**config.mk**
```make
export PLATFORM = sky130hd
export DESIGN_NAME = polyphonic_voice_allocator
export DESIGN_NICKNAME = d
export VERILOG_FILES = /design/src/hw/rtl/pva_pkg.sv /design/src/hw/rtl/polyphonic_voice_allocator.sv
export SDC_FILE = /design/constraint.sdc
export NUM_CORES = 2
export LEC_CHECK = 0
export BUFFER_PORTS_ARGS = -buffer_cell sky130_fd_sc_hd__buf_2
export CAP_MARGIN = 15
export CORE_MARGIN = 5
export CORE_UTILIZATION = 30
export CTS_BUF_LIST = sky130_fd_sc_hd__clkbuf_16
export DETAILED_ROUTE_END_ITERATION = 8
export PLACE_DENSITY = 0.49
export SYNTH_ARGS = -nofsm -noshare
export SYNTH_HDL_FRONTEND = slang
export SYNTH_SLANG_ARGS = --single-unit
```
**constraint.sdc**
```tcl
create_clock -name clk -period 5.27 [get_ports clk]
set_input_delay 0.2635 -clock clk [delete_from_list [all_inputs] [get_ports clk]]
set_output_delay 0.2635 -clock clk [all_outputs]
set_load 0.02 [all_outputs]
```
**src/hw/rtl/pva_pkg.sv**
```systemverilog
// Package for the polyphonic voice allocator.
// Holds the sequencer state type, opcode, message and result codes, and defaults.
// No dependencies.
`default_nettype none
package pva_pkg;

  localparam int NOTE_SLOTS_DEF = 16;
  localparam int VOICES_DEF     = 4;

  typedef enum logic [3:0] {
    ST_IDLE, ST_TICK, ST_ALLOFF, ST_OFF_SCAN, ST_MOVE, ST_ON_DUP,
    ST_ON_FREE, ST_SWEEP, ST_BEND, ST_CTRL, ST_DONE
  } pva_state_t;

  localparam logic [1:0] OP_TICK   = 2'd0;
  localparam logic [1:0] OP_MIDI   = 2'd1;
  localparam logic [1:0] OP_ALLOFF = 2'd2;

  localparam logic [3:0] MSG_NOTE_OFF = 4'h8;
  localparam logic [3:0] MSG_NOTE_ON  = 4'h9;
  localparam logic [3:0] MSG_CTRL     = 4'hB;
  localparam logic [3:0] MSG_BEND     = 4'hE;

  localparam logic [6:0] CC_VOLUME     = 7'h07;
  localparam logic [6:0] CC_RESET_A    = 7'h78;
  localparam logic [6:0] CC_RESET_B    = 7'h79;
  localparam logic [6:0] CC_RESET_C    = 7'h7B;
  localparam logic [6:0] CC_RESET_D    = 7'h7C;

  localparam logic [1:0] KIND_VOICE   = 2'd0;
  localparam logic [1:0] KIND_CHANNEL = 2'd1;
  localparam logic [1:0] KIND_TIMERS  = 2'd2;
  localparam logic [1:0] KIND_DONE    = 2'd3;

  localparam logic [1:0] CFG_LOWEST  = 2'd0;
  localparam logic [1:0] CFG_HIGHEST = 2'd1;
  localparam logic [1:0] CFG_TIMEOUT = 2'd2;

  localparam logic [13:0] BEND_CENTER = 14'h2000;

endpackage
`default_nettype wire

```
**src/hw/rtl/polyphonic_voice_allocator.sv**
```systemverilog
// Top level of the polyphonic voice allocator: slot table, channel table and sequencer.
// Depends on pva_pkg.
//
// An item is taken when start is high and busy is low. Busy then stays high until the cycle
// in which the final done result is on the result ports, and a new item may be taken in
// that same cycle. One slot of the table is examined per clock by a single sequencer. At
// most one result appears per cycle on out_valid and must be taken in that cycle, since the
// receiver cannot stall; the last one of each transaction has out_last set.
`default_nettype none
module polyphonic_voice_allocator
  import pva_pkg::*;
#(
  parameter int NOTE_SLOTS = NOTE_SLOTS_DEF,
  parameter int VOICES     = VOICES_DEF
) (
  input  wire logic               clk,
  input  wire logic               rst_n,
  input  wire logic               start,
  output logic                    busy,
  input  wire logic [1:0]         in_opcode,
  input  wire logic [7:0]         in_status_byte,
  input  wire logic [6:0]         in_data_one,
  input  wire logic [6:0]         in_data_two,
  input  wire logic               cfg_we,
  input  wire logic [1:0]         cfg_index,
  input  wire logic [15:0]        cfg_data,
  output logic                    out_valid,
  output logic [1:0]              out_kind,
  output logic [3:0]              out_voice_index,
  output logic                    out_voice_active,
  output logic [6:0]              out_note_number,
  output logic [6:0]              out_velocity,
  output logic [3:0]              out_channel,
  output logic [6:0]              out_volume,
  output logic signed [13:0]      out_pitch_bend,
  output logic                    out_last
);

  localparam int S  = (VOICES < NOTE_SLOTS) ? VOICES : NOTE_SLOTS;
  localparam int IW = $clog2(NOTE_SLOTS);
  localparam bit HAS_OVF = (S < NOTE_SLOTS);
  localparam logic [IW-1:0] LAST_I  = IW'(NOTE_SLOTS - 1);
  localparam logic [IW-1:0] FIRST_J = IW'(S % NOTE_SLOTS);
  localparam logic [IW-1:0] BEND_I  = IW'(S - 1);
  localparam logic [IW:0]   SND     = (IW + 1)'(S);

  pva_state_t state_r, state_nxt;
  logic [IW-1:0] idx_r, idx_nxt, jdx_r, jdx_nxt;
  logic sweep_r, sweep_nxt, hit_r, hit_nxt;

  logic [6:0]  lowest_r, highest_r;
  logic [15:0] limit_r;
  logic [3:0]  ch_r;
  logic [6:0]  d1_r, d2_r;

  logic        play_r  [NOTE_SLOTS];
  logic [6:0]  note_r  [NOTE_SLOTS];
  logic [6:0]  vel_r   [NOTE_SLOTS];
  logic [3:0]  sch_r   [NOTE_SLOTS];
  logic [15:0] age_r   [NOTE_SLOTS];
  logic [6:0]  vol_r   [16];
  logic [13:0] bend_r  [16];

  logic accept;
  logic [3:0] msg;
  logic p, pj, idx_last, j_last, idx_snd;
  logic off_hit, dup_hit, tmo_hit, bend_cur, free_ev, in_range, reset_cc;

  assign accept   = start && !busy;
  assign busy     = (state_r != ST_IDLE);
  assign msg      = in_status_byte[7:4];
  assign p        = play_r[idx_r];
  assign pj       = play_r[jdx_r];
  assign idx_last = (idx_r == LAST_I);
  assign j_last   = (jdx_r == LAST_I);
  assign idx_snd  = ({1'b0, idx_r} < SND);
  assign off_hit  = p && (note_r[idx_r] == d1_r) && (sch_r[idx_r] == ch_r);
  assign dup_hit  = p && (note_r[idx_r] == d1_r);
  assign tmo_hit  = p && (age_r[idx_r] >= limit_r);
  assign bend_cur = p && (sch_r[idx_r] == ch_r);
  assign free_ev  = ((state_r == ST_OFF_SCAN) && off_hit) ||
                    ((state_r == ST_SWEEP) && tmo_hit);
  assign in_range = (in_data_one >= lowest_r) && (in_data_one <= highest_r);
  assign reset_cc = (d1_r == CC_RESET_A) || (d1_r == CC_RESET_B) ||
                    (d1_r == CC_RESET_C) || (d1_r == CC_RESET_D);

  always_comb begin
    state_nxt = state_r;
    idx_nxt   = idx_r;
    jdx_nxt   = jdx_r;
    sweep_nxt = sweep_r;
    hit_nxt   = hit_r;
    unique case (state_r)
      ST_IDLE: begin
        idx_nxt   = '0;
        sweep_nxt = 1'b0;
        hit_nxt   = 1'b0;
        if (accept) begin
          case (in_opcode)
            OP_TICK:   state_nxt = ST_TICK;
            OP_ALLOFF: state_nxt = ST_ALLOFF;
            OP_MIDI: begin
              case (msg)
                MSG_NOTE_ON: begin
                  if (in_data_two == 7'd0) state_nxt = ST_OFF_SCAN;
                  else if (in_range)       state_nxt = ST_ON_DUP;
                  else                     state_nxt = ST_DONE;
                end
                MSG_NOTE_OFF: state_nxt = ST_OFF_SCAN;
                MSG_CTRL:     state_nxt = ST_CTRL;
                MSG_BEND:     state_nxt = ST_BEND;
                default:      state_nxt = ST_DONE;
              endcase
            end
            default: state_nxt = ST_DONE;
          endcase
        end
      end
      ST_TICK, ST_ALLOFF: begin
        idx_nxt = idx_r + 1'b1;
        if (idx_last) state_nxt = ST_DONE;
      end
      ST_OFF_SCAN, ST_SWEEP: begin
        if (free_ev && idx_snd && HAS_OVF) begin
          state_nxt = ST_MOVE;
          jdx_nxt   = FIRST_J;
        end else if (idx_last) begin
          state_nxt = ST_DONE;
        end else if (free_ev && !sweep_r) begin
          state_nxt = ST_DONE;
        end else begin
          idx_nxt = idx_r + 1'b1;
        end
      end
      ST_MOVE: begin
        jdx_nxt = jdx_r + 1'b1;
        if (pj || j_last) begin
          if (sweep_r && !idx_last) begin
            state_nxt = ST_SWEEP;
            idx_nxt   = idx_r + 1'b1;
          end else begin
            state_nxt = ST_DONE;
          end
        end
      end
      ST_ON_DUP: begin
        idx_nxt = idx_r + 1'b1;
        if (dup_hit) begin
          state_nxt = ST_DONE;
        end else if (idx_last) begin
          state_nxt = ST_ON_FREE;
          idx_nxt   = '0;
        end
      end
      ST_ON_FREE: begin
        idx_nxt = idx_r + 1'b1;
        if (!p || idx_last) begin
          state_nxt = ST_SWEEP;
          idx_nxt   = '0;
          sweep_nxt = 1'b1;
        end
      end
      ST_BEND: begin
        idx_nxt = idx_r + 1'b1;
        hit_nxt = hit_r || bend_cur;
        if (idx_r == BEND_I) state_nxt = ST_DONE;
      end
      ST_CTRL: state_nxt = ST_DONE;
      ST_DONE: state_nxt = ST_IDLE;
      default: state_nxt = ST_IDLE;
    endcase
  end

  logic       e_valid, e_act, e_last, e_vol_own;
  logic [1:0] e_kind;
  logic [IW-1:0] e_vi;
  logic [6:0] e_note, e_vel, e_vol_val;
  logic [3:0] e_ch;
  logic       e_chan_only;

  always_comb begin
    e_valid     = 1'b0;
    e_kind      = KIND_VOICE;
    e_vi        = idx_r;
    e_act       = 1'b0;
    e_note      = note_r[idx_r];
    e_vel       = vel_r[idx_r];
    e_ch        = sch_r[idx_r];
    e_last      = 1'b0;
    e_vol_own   = 1'b0;
    e_vol_val   = d2_r;
    e_chan_only = 1'b0;
    unique case (state_r)
      ST_ALLOFF:   e_valid = p && idx_snd;
      ST_OFF_SCAN, ST_SWEEP: e_valid = free_ev && idx_snd;
      ST_MOVE: begin
        e_valid = pj;
        e_act   = 1'b1;
        e_note  = note_r[jdx_r];
        e_vel   = vel_r[jdx_r];
        e_ch    = sch_r[jdx_r];
      end
      ST_ON_FREE: begin
        e_valid = !p && idx_snd;
        e_act   = 1'b1;
        e_note  = d1_r;
        e_vel   = d2_r;
        e_ch    = ch_r;
      end
      ST_BEND: begin
        e_valid     = (idx_r == BEND_I) && (hit_r || bend_cur);
        e_kind      = KIND_CHANNEL;
        e_ch        = ch_r;
        e_chan_only = 1'b1;
      end
      ST_CTRL: begin
        e_valid     = reset_cc || (d1_r == CC_VOLUME);
        e_kind      = reset_cc ? KIND_TIMERS : KIND_CHANNEL;
        e_vol_own   = (d1_r == CC_VOLUME);
        e_ch        = ch_r;
        e_chan_only = 1'b1;
      end
      ST_DONE: begin
        e_valid = 1'b1;
        e_kind  = KIND_DONE;
        e_last  = 1'b1;
      end
      default: e_valid = 1'b0;
    endcase
  end

  logic [IW+3:0] vi_wide;
  assign vi_wide = {4'b0, e_vi};

  always_ff @(posedge clk) begin
    if (!rst_n) begin
      out_valid <= 1'b0;
    end else begin
      out_valid <= e_valid;
    end
  end

  always_ff @(posedge clk) begin
    out_kind <= e_kind;
    out_last <= e_last;
    if (e_last) begin
      out_voice_index  <= '0;
      out_voice_active <= 1'b0;
      out_note_number  <= '0;
      out_velocity     <= '0;
      out_channel      <= '0;
      out_volume       <= '0;
      out_pitch_bend   <= '0;
    end else begin
      out_voice_index  <= e_chan_only ? 4'd0 : vi_wide[3:0];
      out_voice_active <= e_chan_only ? 1'b0 : e_act;
      out_note_number  <= e_chan_only ? 7'd0 : e_note;
      out_velocity     <= e_chan_only ? 7'd0 : e_vel;
      out_channel      <= e_ch;
      out_volume       <= e_vol_own ? e_vol_val : vol_r[e_ch];
      out_pitch_bend   <= bend_r[e_ch];
    end
  end

  always_ff @(posedge clk) begin
    if (!rst_n) begin
      state_r   <= ST_IDLE;
      idx_r     <= '0;
      jdx_r     <= '0;
      sweep_r   <= 1'b0;
      hit_r     <= 1'b0;
      lowest_r  <= 7'd0;
      highest_r <= 7'd127;
      limit_r   <= 16'd2000;
    end else begin
      state_r <= state_nxt;
      idx_r   <= idx_nxt;
      jdx_r   <= jdx_nxt;
      sweep_r <= sweep_nxt;
      hit_r   <= hit_nxt;
      if (cfg_we) begin
        case (cfg_index)
          CFG_LOWEST:  lowest_r  <= cfg_data[6:0];
          CFG_HIGHEST: highest_r <= cfg_data[6:0];
          CFG_TIMEOUT: limit_r   <= cfg_data;
          default:     ;
        endcase
      end
    end
  end

  always_ff @(posedge clk) begin
    if (accept) begin
      ch_r <= in_status_byte[3:0];
      d1_r <= in_data_one;
      d2_r <= in_data_two;
    end
  end

  always_ff @(posedge clk) begin
    if (!rst_n) begin
      for (int i = 0; i < NOTE_SLOTS; i++) begin
        play_r[i] <= 1'b0;
        age_r[i]  <= '0;
      end
      for (int c = 0; c < 16; c++) begin
        vol_r[c]  <= 7'd127;
        bend_r[c] <= '0;
      end
    end else begin
      if (accept && (in_opcode == OP_MIDI) && (msg == MSG_BEND)) begin
        bend_r[in_status_byte[3:0]] <= {in_data_two, in_data_one} ^ BEND_CENTER;
      end
      if ((state_r == ST_CTRL) && (d1_r == CC_VOLUME)) begin
        vol_r[ch_r] <= d2_r;
      end
      if ((state_r == ST_TICK) && p && (age_r[idx_r] != 16'hFFFF)) begin
        age_r[idx_r] <= age_r[idx_r] + 16'd1;
      end
      if ((state_r == ST_ALLOFF) || free_ev) begin
        play_r[idx_r] <= 1'b0;
        age_r[idx_r]  <= '0;
      end
      if ((state_r == ST_MOVE) && pj) begin
        play_r[jdx_r] <= 1'b0;
        age_r[jdx_r]  <= '0;
        play_r[idx_r] <= 1'b1;
        age_r[idx_r]  <= '0;
      end
      if ((state_r == ST_ON_FREE) && !p) begin
        play_r[idx_r] <= 1'b1;
        age_r[idx_r]  <= '0;
      end
    end
  end

  always_ff @(posedge clk) begin
    if ((state_r == ST_MOVE) && pj) begin
      note_r[idx_r] <= note_r[jdx_r];
      vel_r[idx_r]  <= vel_r[jdx_r];
      sch_r[idx_r]  <= sch_r[jdx_r];
    end
    if ((state_r == ST_ON_FREE) && !p) begin
      note_r[idx_r] <= d1_r;
      vel_r[idx_r]  <= d2_r;
      sch_r[idx_r]  <= ch_r;
    end
  end

endmodule
`default_nettype wire

```
Word-level counts from Yosys, hierarchy flattened --
Memories as Yosys holds them, arrays and structs flattened. A register that Yosys moved wholly into a read port is not among the register bits. Cells that the tools add are included.
Operators by class: $add $sub $neg 3, $lt $le $gt $ge 4, equality and inequality tests 43, mux-type cells 106, bitwise operators 15, reduce and logical (&&, ||, !) cells 63
Operators with widths (count):
- two-way mux 4 bit | 47
- two-way mux 16 bit | 5
- equality test 4 bit, second input constant | 9
- two-way mux 1 bit | 36
- case mux 4 bit (8 select lines) | 1
- OR reduction 16 bit | 2
- equality test 7 bit, second input constant | 4
- two-way mux 7 bit | 4
- case mux 7 bit (2 select lines) | 2
- case mux 4 bit (6 select lines) | 1
- logical AND 1 bit | 21
- inequality test 2 bit, second input constant | 10
- adder 16 x 1 -> 16 bit, second input constant | 1
- equality test 4 x 3 -> 1 bit, second input constant | 4
- >= comparator 16 bit | 1
- inequality test 16 bit, second input constant | 1
- case mux 4 bit (2 select lines) | 2
- case mux 4 bit (4 select lines) | 1
- two-way mux 14 bit | 1
- OR reduction 14 bit | 1
- equality test 4 x 2 -> 1 bit, second input constant | 3
- equality test 4 bit | 3
- case mux 4 bit (3 select lines) | 1
- AND reduction 2 bit | 5
- other kinds (32) | 68
Word-level totals: register bits 96, RAM bits 896, output and inout bits 49, logic and storage cells 261, memories 7
Memory list:
- age_r | depth 16, width 16, read ports 1, clocked after Yosys merged registers in 1, wr ports 16, RTL line polyphonic_voice_allocator.sv:60 | logic [15:0] age_r [NOTE_SLOTS];
- bend_r | depth 16, width 14, read ports 1, clocked after Yosys merged registers in 1, wr ports 16, RTL line polyphonic_voice_allocator.sv:62 | logic [13:0] bend_r [16];
- note_r | depth 16, width 7, read ports 2, clocked after Yosys merged registers in 2, wr ports 1, RTL line polyphonic_voice_allocator.sv:57 | logic [6:0] note_r [NOTE_SLOTS];
- vel_r | depth 16, width 7, read ports 2, clocked after Yosys merged registers in 2, wr ports 1, RTL line polyphonic_voice_allocator.sv:58 | logic [6:0] vel_r [NOTE_SLOTS];
- vol_r | depth 16, width 7, read ports 1, clocked after Yosys merged registers in 0, wr ports 16, RTL line polyphonic_voice_allocator.sv:61 | logic [6:0] vol_r [16];
- sch_r | depth 16, width 4, read ports 2, clocked after Yosys merged registers in 2, wr ports 1, RTL line polyphonic_voice_allocator.sv:59 | logic [3:0] sch_r [NOTE_SLOTS];
- 1 more memories

Longest topological paths before layout --
depth in word-level cells 14, mapped depth 21, mapped depth without buffers 13

Worst setup path before layout --
Ideal clock, no wire load.
path type register to register, start register (tool-made name), end memory age_r[4][10], library setup time 0.136 ns, arrival time 4.985 ns, required time 5.134 ns, path slack 0.149 ns, stages on the path, launching flop included 20, path buffers 8, path through dfxtp_1 buf_4 buf_4 buf_4 buf_2 buf_2 buf_4 mux4_2 mux4_2 ha_1 nand4_1 or2_2 o32a_1 a2111oi_0 a211o_1 a211o_4 buf_6 o21ai_4 buf_6 o2bb2ai_2
RTL lines (RTL line):
- to (decl) | polyphonic_voice_allocator.sv:60

==> summary.txt <==
Critical path
  – Critical path peak fanout: 13
  – FF-to-FF setup slack: 0.29 ns
  – Setup Crit Path Kind: reg2reg
  – Max stage delay on crit path: about 0.54 ns
  – Startpoint types: flip-flop
  – Buf/Inv on CP: 4
  – Critical path's top delay family: compound AO/OA/AOI/OAI gates
  – Setup crit end kind: flip-flop
  – Required @ worst endpoint: 5.91 ns
  – Critical-path cell list: buf_12 -> mux4_2 -> mux4_2 -> inv_1 -> ha_1 -> nand2b_1 -> a211oi_1 -> o211a_1 -> o32a_1 -> a2111oi_0 -> buf_4 -> a211o_1 -> a211o_4 -> o21ai_2 -> buf_12 -> o2bb2ai_1
  – Worst path arrival time: 5.62 ns
  – Reg2reg end: age_r[11][15]
  – Reg2reg path depth: 16
  – Slowest CP cell: mux4_2

Clock network
  – H-tree levels: 3
  – Total CTS buffers: 111
  – CTS clk-pin slew, worst paths: 0.06 ns
  – Total clock sinks: 1014
  – CTS Buffer Depth: 3
  – CTS tree: yes
  – Clk_lat worst skew: 0.73 ns
  – CTS Hold Bufs: 36
  – CTS Root Cell: clkbuf_16
  – Post-cts sizing count: 0
  – Setup repair bufs after CTS: 0

Cells and area
  – Commonest non-fill, non-tap cell in the layout: edfxtp_1
  – Register area: 0.0267 mm^2
  – Layout net count: 3777
  – Ratio of cells with drive above 1 in the final layout: 0.231
  – Footprint of the multi-input gates: ~0.018 mm^2
  – Filler Cell Count: 15000
  – Layout Utilization: 0.354
  – Area delta synth->final: 17.1%
  – Commonest cells after routing, fill and taps aside: edfxtp_1, nand2_1, dfxtp_1

Floorplan
  – Total die area: about 0.16 mm^2
  – Rows: 144
  – Starting density of the core: 0.302
  – Die Height: 404 um
  – Core region area: about 0.15 mm^2
  – IO Pins: 95
  – Die X: 404 um

Yosys
  – Cell variety after synth: 85
  – Mapped Cells: roughly 3500
  – Top cells by area, synth: edfxtp_1, dfxtp_1, mux4_2, o2bb2ai_1, nand2_1
  – Synthesis-stage register bit count: 1014
  – Post-Syn Area per Cell: 13.2 um^2
  – Post-synth EDFFs: ~640
  – Ys flop type: edfxtp_1
  – Leading area contributor after synthesis: edfxtp_1
  – Synth top area share: 0.414
  – Syn Nets: 3613
  – Netlist Area Pre-Place: roughly 0.047 mm^2
  – Post-synth ARST share: 0
  – Sequential fraction of the synthesis area: 0.574
  – Synth Warn #: 0

STA
  – Final Max Tran Viols: 0
  – Hold Slack: 0.0585 ns
  – Min Tclk post-route: 4.98 ns
  – RSZ-0062 raised after global routing: false
  – Clock Skew: 0.0462 ns
  – Final hold vios: 0
  – Slew Limit Headroom: 0.227
  – Actual slew at the worst max-slew pin: 1.16 ns
  – Fmax: 201 MHz
  – # setup viols final: 0
  – Setup Total Neg Slack: 0 ns
  – Tcrit/Tclk final: 0.944

Placed design
  – DP Wirelength: 95.8 mm
  – Placer Congestion: 0.795
  – PortBufs: 94

Worst hold path
  – Worst hold endpoint: lowest_r[5]
  – Hold Crit Depth: 4
  – Min-Delay Path Class: in2reg
  – Hold path start: cfg_index[1]

Detailed routing
  – Via count: just over 30000
  – Antenna Violating Nets Remaining: 0
  – Detailed Route Iter0 Violations: 2530
  – DRT Wirelength: about 150 mm
  – Residual DRC: 0
  – Vias per Instance: between 5 and 6
  – TritonRoute pass-1 iters: 8
  – WL per Instance: 25.6 um

Pwr
  – Leak Pwr: 18.6 nW
  – Peak supply drop: between 300 and 400 uV
  – Total power: 21.5 mW
  – PD cells: 394 mW/mm^2

Run status
  – Status: finished clean

Flow run
  – Max_cap viols: 0

Global route
  – Overflow after GRT: 0
  – Number of global-route vias before repair: 30700
  – Initial antenna violation count: 8
  – Pin count of the biggest net entering global routing: 70
  – First-pass GRT wire length: 219 mm
  – Total track usage: 0.179
[cell families after synthesis]
| family | share of synthesized area |
|---|---|
| AO/OA/AOI/OAI | 0.111 |
| XOR/XNOR | 0.00658 |
| adder cells (fa/ha/maj) | 0.0107 |
| buffers and inverters | 0.0350 |
| flip-flops | 0.574 |
| multiplexers | 0.143 |
| AND/OR/NAND/NOR | 0.120 |
[metrics by stage]
step / instances / setup WS, ns / instance area, um^2
after floorplan: 3527 / 0.149 / 46600
after global placement: 5586 / 0.399 / 50600
after CTS: 5831 / 0.309 / 54500
final: 5834 / 0.295 / 54500
after detailed placement: 5586 / 0.355 / 50600
after global routing: 5831 / 0.127 / 54500
[registers in the layout (all words and copies together) (netlist names), 7 cells and up, named ones only]
name             flops
vol_r              112
highest_r            7
age_r              256
out_velocity         7
sch_r               64
out_note_number      7
d2_r                 7
vel_r              112
out_pitch_bend      14
out_volume           7
play_r              16
d1_r                 7
limit_r             16
bend_r             224
lowest_r             7
note_r             112
[synth_stat cells (42+ instances only)]
master,number
clkbuf_1,176
nor2_1,89
nand3_1,117
o2bb2ai_1,197
o2bb2ai_2,44
a31oi_1,45
o21ai_0,43
or3_1,65
dfxtp_1,372
mux4_2,241
mux2i_1,83
nand2_1,387
a21oi_1,74
and2_1,203
edfxtp_1,642
and3_1,51
nand2b_1,54
buf_2,42
inv_1,60
[layer usage]
metal  track usage  routed length, um
met4        0.0431               2920
met3        0.0221               7440
met1         0.247              66200
met5             0                 13
met2         0.304              72900
[worst max-delay path by stage]
stage	from	endpoint	cells after the start	slack (ns)
final	flip-flop	age_r[11][15]	16	0.29
after global routing	flip-flop	age_r[10][15]	16	0.13
after CTS	flip-flop	age_r[11][15]	16	0.31
after detailed placement	flip-flop	age_r[11][15]	16	0.35
after global placement	flip-flop	age_r[11][9]	16	0.40
after floorplan	flip-flop	age_r[4][10]	19	0.15
[worst reg2reg max path, cell delays in order (launching register included)]
cell and delay [ns]:
dfxtp_4 0.50, buf_12 0.21, mux4_2 0.54, mux4_2 0.54, inv_1 0.19, ha_1 0.26
nand2b_1 0.14, a211oi_1 0.28, o211a_1 0.21, o32a_1 0.21, a2111oi_0 0.12, buf_4 0.16
a211o_1 0.30, a211o_4 0.41, o21ai_2 0.52, buf_12 0.21, o2bb2ai_1 0.11
[layout make-up]
| cell class | instances | share of cell area |
|---|---|---|
| antenna | 3 | 0.000138 |
| clock buffer | 113 | 0.0518 |
| clock inverter | 96 | 0.0131 |
| inverter | 63 | 0.00434 |
| multi-input combinational | 2166 | 0.336 |
| sequential | 1014 | 0.490 |
| tap | 2044 | 0.0469 |
| timing repair buffer | 335 | 0.0573 |
[power breakdown]
part	switching (mW)	internal, mW
combinational	3.11	1.69
sequential	0.330	8.70
clock	3.36	4.29
Power figures use the tool's default switching activity.
